`src/rtl/smeu_pkg.sv`:
```
// Package for the stack machine execute unit: sizes, opcodes, error codes,
// controller states and the command/status structs between controller and datapath.
// No dependencies.
`default_nettype none
package smeu_pkg;

  localparam int STACK_DEPTH  = 256;
  localparam int GLOBAL_WORDS = 256;
  localparam int ADDRESS_BITS = 16;

  localparam int SP_W   = $clog2(STACK_DEPTH + 1);
  localparam int SA_W   = $clog2(STACK_DEPTH);
  localparam int GA_W   = $clog2(GLOBAL_WORDS);
  localparam int WORD_W = 32;
  localparam int CMD_W  = 4;
  localparam int ERR_W  = 3;
  localparam int DIV_CNT_W = $clog2(WORD_W + 1);

  typedef enum logic [CMD_W-1:0] {
    OP_ADD  = 4'd0,
    OP_SUB  = 4'd1,
    OP_MUL  = 4'd2,
    OP_DIV  = 4'd3,
    OP_HALT = 4'd4,
    OP_JMP  = 4'd5,
    OP_JZ   = 4'd6,
    OP_JNZ  = 4'd7,
    OP_IN   = 4'd8,
    OP_OUT  = 4'd9,
    OP_LDC  = 4'd10,
    OP_LDV  = 4'd11,
    OP_ST   = 4'd12
  } opcode_t;

  localparam logic [ERR_W-1:0] ERR_NONE      = 3'd0;
  localparam logic [ERR_W-1:0] ERR_UNDERFLOW = 3'd1;
  localparam logic [ERR_W-1:0] ERR_OVERFLOW  = 3'd2;
  localparam logic [ERR_W-1:0] ERR_DIV_ZERO  = 3'd3;
  localparam logic [ERR_W-1:0] ERR_BAD_ADDR  = 3'd4;
  localparam logic [ERR_W-1:0] ERR_BAD_CMD   = 3'd5;

  typedef enum logic [2:0] {
    ST_IDLE,
    ST_RD0,
    ST_RD1,
    ST_RD2,
    ST_DIVS,
    ST_DIVW,
    ST_EXEC,
    ST_DONE
  } state_t;

  // Controller to datapath
  typedef struct packed {
    logic latch;      // capture the input transaction
    logic rd_top;     // read stack at sp-1 and the global word
    logic rd_next;    // capture top, read stack at sp-2
    logic cap_next;   // capture second item
    logic div_start;  // load the divider
    logic exec;       // commit the instruction
    logic load_out;   // move result into the output register
  } dp_cmd_t;

  // Datapath to controller
  typedef struct packed {
    logic div_done;
    logic out_free;
  } dp_stat_t;

endpackage
`default_nettype wire

```
`src/rtl/smeu_ctrl.sv`:
```
// Controller state machine: sequences reads, division, commit and output.
// Depends on smeu_pkg.
`default_nettype none
module smeu_ctrl (
  input  wire logic                       clk,
  input  wire logic                       rst_n,
  input  wire logic                       in_valid,
  output logic                            in_ready,
  input  wire logic [smeu_pkg::CMD_W-1:0] in_command,
  input  wire smeu_pkg::dp_stat_t         stat,
  output smeu_pkg::dp_cmd_t               cmd
);

  smeu_pkg::state_t state_r, state_nxt;
  logic [smeu_pkg::CMD_W-1:0] opc_r, opc_nxt;

  always_ff @(posedge clk) begin
    if (!rst_n) begin
      state_r <= smeu_pkg::ST_IDLE;
    end else begin
      state_r <= state_nxt;
    end
    opc_r <= opc_nxt;
  end

  // next state and commands
  always_comb begin
    state_nxt = state_r;
    opc_nxt   = opc_r;
    cmd       = '0;
    in_ready  = 1'b0;
    unique case (state_r)
      smeu_pkg::ST_IDLE: begin
        in_ready = 1'b1;
        if (in_valid) begin
          cmd.latch = 1'b1;
          opc_nxt   = in_command;
          state_nxt = smeu_pkg::ST_RD0;
        end
      end
      smeu_pkg::ST_RD0: begin
        cmd.rd_top = 1'b1;
        state_nxt  = smeu_pkg::ST_RD1;
      end
      smeu_pkg::ST_RD1: begin
        cmd.rd_next = 1'b1;
        state_nxt   = smeu_pkg::ST_RD2;
      end
      smeu_pkg::ST_RD2: begin
        cmd.cap_next = 1'b1;
        state_nxt = (opc_r == smeu_pkg::OP_DIV) ? smeu_pkg::ST_DIVS : smeu_pkg::ST_EXEC;
      end
      smeu_pkg::ST_DIVS: begin
        cmd.div_start = 1'b1;
        state_nxt     = smeu_pkg::ST_DIVW;
      end
      smeu_pkg::ST_DIVW: begin
        if (stat.div_done) begin
          state_nxt = smeu_pkg::ST_EXEC;
        end
      end
      smeu_pkg::ST_EXEC: begin
        cmd.exec  = 1'b1;
        state_nxt = smeu_pkg::ST_DONE;
      end
      smeu_pkg::ST_DONE: begin
        if (stat.out_free) begin
          cmd.load_out = 1'b1;
          state_nxt    = smeu_pkg::ST_IDLE;
        end
      end
      default: begin
        state_nxt = smeu_pkg::ST_IDLE;
      end
    endcase
  end

endmodule
`default_nettype wire

```
`config.mk`:
```
export PLATFORM = sky130hd
export DESIGN_NAME = smeu_ctrl
export DESIGN_NICKNAME = d
export VERILOG_FILES = /design/src/rtl/smeu_pkg.sv /design/src/rtl/smeu_ctrl.sv
export SDC_FILE = /design/constraint.sdc
export NUM_CORES = 1
export LEC_CHECK = 0
export BUFFER_PORTS_ARGS = -buffer_cell sky130_fd_sc_hd__buf_2
export CAP_MARGIN = 0
export CORE_AREA = 2 2 39 41
export DETAILED_ROUTE_END_ITERATION = 8
export DIE_AREA = 0 0 41 43
export PLACE_DENSITY = 0.54
export SYNTH_ARGS = -nofsm -noshare
export SYNTH_HDL_FRONTEND = slang
export SYNTH_SLANG_ARGS = --single-unit
```
`constraint.sdc`:
```
create_clock -name clk -period 1.1 [get_ports clk]
set_clock_uncertainty 0.15 [all_clocks]
set_input_delay 0.22 -clock clk [delete_from_list [all_inputs] [get_ports clk]]
set_output_delay 0.22 -clock clk [all_outputs]
set_load 0.01 [all_outputs]
```
==> flow_summary.toml <==
[logic_synthesis]
synth_cell_types = 21
synth_ff_type = "edfxtp_1"
yosys_warnings = 0
syn_nets = 43
synth-edff-count = 4
syn_inst = 34
syn_area_sq_um = 336.6
yosys.area.top_type_share = 0.3569
synthArstFlopShare = 0
synth_area_per_cell_sq_um = 9.899
seq_area_frac_synth = 0.5353
yosysTopAreaCell = "edfxtp_1"
netlist_top_cells_area = "edfxtp_1 (36%), dfxtp_1 (18%), nor2_1 (5.6%)"
synth-seq-cells = 7

[finish]
synthToLayoutAreaGrowth_pct = 105.6
final_common_cell = "buf_2"
final_nets = 79
layout.cells.most_common_list = "buf_2 (13), buf_4 (10), buf_6 (5)"
drive_above_1_share = 0.6957
fin_util = 0.5000
antenna_cells = 0

[global_route]
grt_max_degree = 7
grt_first_pass_wirelength_microns = 1462
grt_pass1_vias = 396
grt.total_usage = 0.1279
antenna_found_initial = 0
grt.overflow.total = 0

[worst_setup_path]
worstSetupEndpointType = "primary output"
worstReg2RegEnd = "opc_r[0]"
startpoint = "state_r[1]"
crit_path_end = "cmd[6]"
r2r_slack_ps = -180
critPathSlowestCell = "dfxtp_4"
path_max_fanout = 6
r2r-start = "state_r[1]"
max_stage_delay_ps = 360
worstPathArrival_ps = 1070
path_cells = "nor3_4 -> and2_4 -> buf_6"
cp-start-kind = "register"
critical_path_class = "reg -> out"
cp_data_required_time_ps = 730
reg2regPathDepth = 3

[detailed_routing]
vias_per_cell = 4.412
ant_nets = 0
vias = 375
drtPass1Iterations = 2
drt_wl_total_microns = 959
drcViolationCount = 0
wire_per_inst_microns = 11.28
first_iter_violations = 4

[clock_network]
clock-sinks = 7
cts_tree = "built"
worstSkewPairLatency_ps = 250
cts_buffer_depth = 2
root_buffer = "clkbuf_4"
cts_made_buffers = 3
htree_levels = 1
clk_pin_slew_ps = 50

[power_and_ir_drop]
switching_share = 0.3373
power_leakage_nw = 0.3068
p_int_mw = 0.9376
seqPwrFrac = 0.334
p_clk_frac = 0.163
power.switching_mw = 0.4772
p_per_area_nw_per_um2 = 2045
ir_worst_vdd_mv = 0.8166
p_comb_frac = 0.504

[sta]
fmax_mhz = 694.4
fin_tns_setup_ps = -3274
hold_violations = 0
setup_violations = 13
final_max_slew_viol_count = 0
slew_headroom = 0.8692
fin_ws_ps = -340.1
tightest_slew_ps = 194.7
period_needed_ps = 1440
period_share = 1.309
rsz0062_at_grt = "yes"

[placed_design]
pre_cts_ws_ps = -162.1
io_buffers = 16
finalWeightedCongestion = 0.6478
place_hpwl_microns = 599.7

[die]
fp.dieW_microns = 41
floorplan.initialDensity = 0.2432
pin_count = 17
die_y_microns = 43
core_area_sq_um = 1384
fp.dieArea_sq_um = 1763
rows = 14

[worst_hold_path]
hp-class = "in -> reg"

[job]
maxCapViolCount = 0

[run_status]
status = "finished with violations"
violations = "negative setup slack"
[flip-flops by register name, indices dropped and copies added (netlist names)]
name	cells
state_r	3
opc_r	4
[cell type report]
type	count	area (sq um)
flip-flops and latches	7	191.4
fillers	138	691.9
well taps	16	20.02
multi-input cells	24	210.2
repair buffers	32	236.5
inverters	2	7.507
clock buffers	4	26.28
[what timing repair did]
item                                    CTS  global route
pin swaps                                 8             7
gates cloned                              0             0
hold buffers                              4             0
resized for setup                        18             7
endpoints found under the setup margin   15            15
hold endpoints to repair                  4             0
buffers inserted                          5             1
[worst max-delay path, delay by kind of cell (launching register included)]
| kind | cells | cell delay, ps |
|---|---|---|
| flops | 1 | 360 |
| buf+inv | 1 | 100 |
| simple gates | 2 | 360 |
[worst min-delay path by stage]
stage | start | end | slack (ps) | cells past startpoint
after floorplan | in_command[0] | opc_r[0] | 170 | 0
after global placement | in_command[0] | opc_r[0] | 250 | 1
after detailed placement | in_command[0] | opc_r[0] | 250 | 1
after CTS | rst_n | state_r[1] | 70 | 2
after global routing | rst_n | state_r[2] | 90 | 3
final | rst_n | state_r[1] | 80 | 2
[per-layer routing]
metal / part of all wire / track usage
met5: 0 / 0
met4: 0.013 / 0.08000
met3: 0.041 / 0.03141
met2: 0.56 / 0.2313
met1: 0.39 / 0.1133
[power groups by stage]
stage                     combinational, mW  clock, mW  sequential [mW]
after floorplan                       0.260          0            0.421
after global placement                0.472          0            0.434
after detailed placement              0.467          0            0.440
after CTS                             0.706      0.247            0.466
after global routing                  0.776      0.248            0.481
final                                 0.713      0.230            0.472
[Yosys cell counts, types with 2 or more instances]
library cell,instances
nand2_1,3
dfxtp_1,3
nor2_1,5
edfxtp_1,4
inv_1,2
nand2b_1,2
[stage by stage]
stage | hold WS, ps | instance area [sq um] | instances | power (mW)
6_report | 82.15 | 691.9 | 85 | 1.415
5_1_grt | 87.24 | 691.9 | 85 | 1.505
4_1_cts | 68.78 | 671.9 | 86 | 1.419
3_5_place_dp | 248.4 | 498.0 | 73 | 0.9067
3_3_place_gp | 249.2 | 498.0 | 73 | 0.9065
2_1_floorplan | 168.9 | 349.1 | 34 | 0.6806
[logic make-up (layout without fill, tap and decap cells)]
kind of cell / Yosys count / in the layout / synth area share
AO/OA/AOI/OAI: 6 / 6 / 0.1412
AND/OR/NAND/NOR: 18 / 18 / 0.2788
flip-flops: 7 / 7 / 0.5353
buffers and inverters: 3 / 38 / 0.04463
Power figures use the tool's default switching activity.
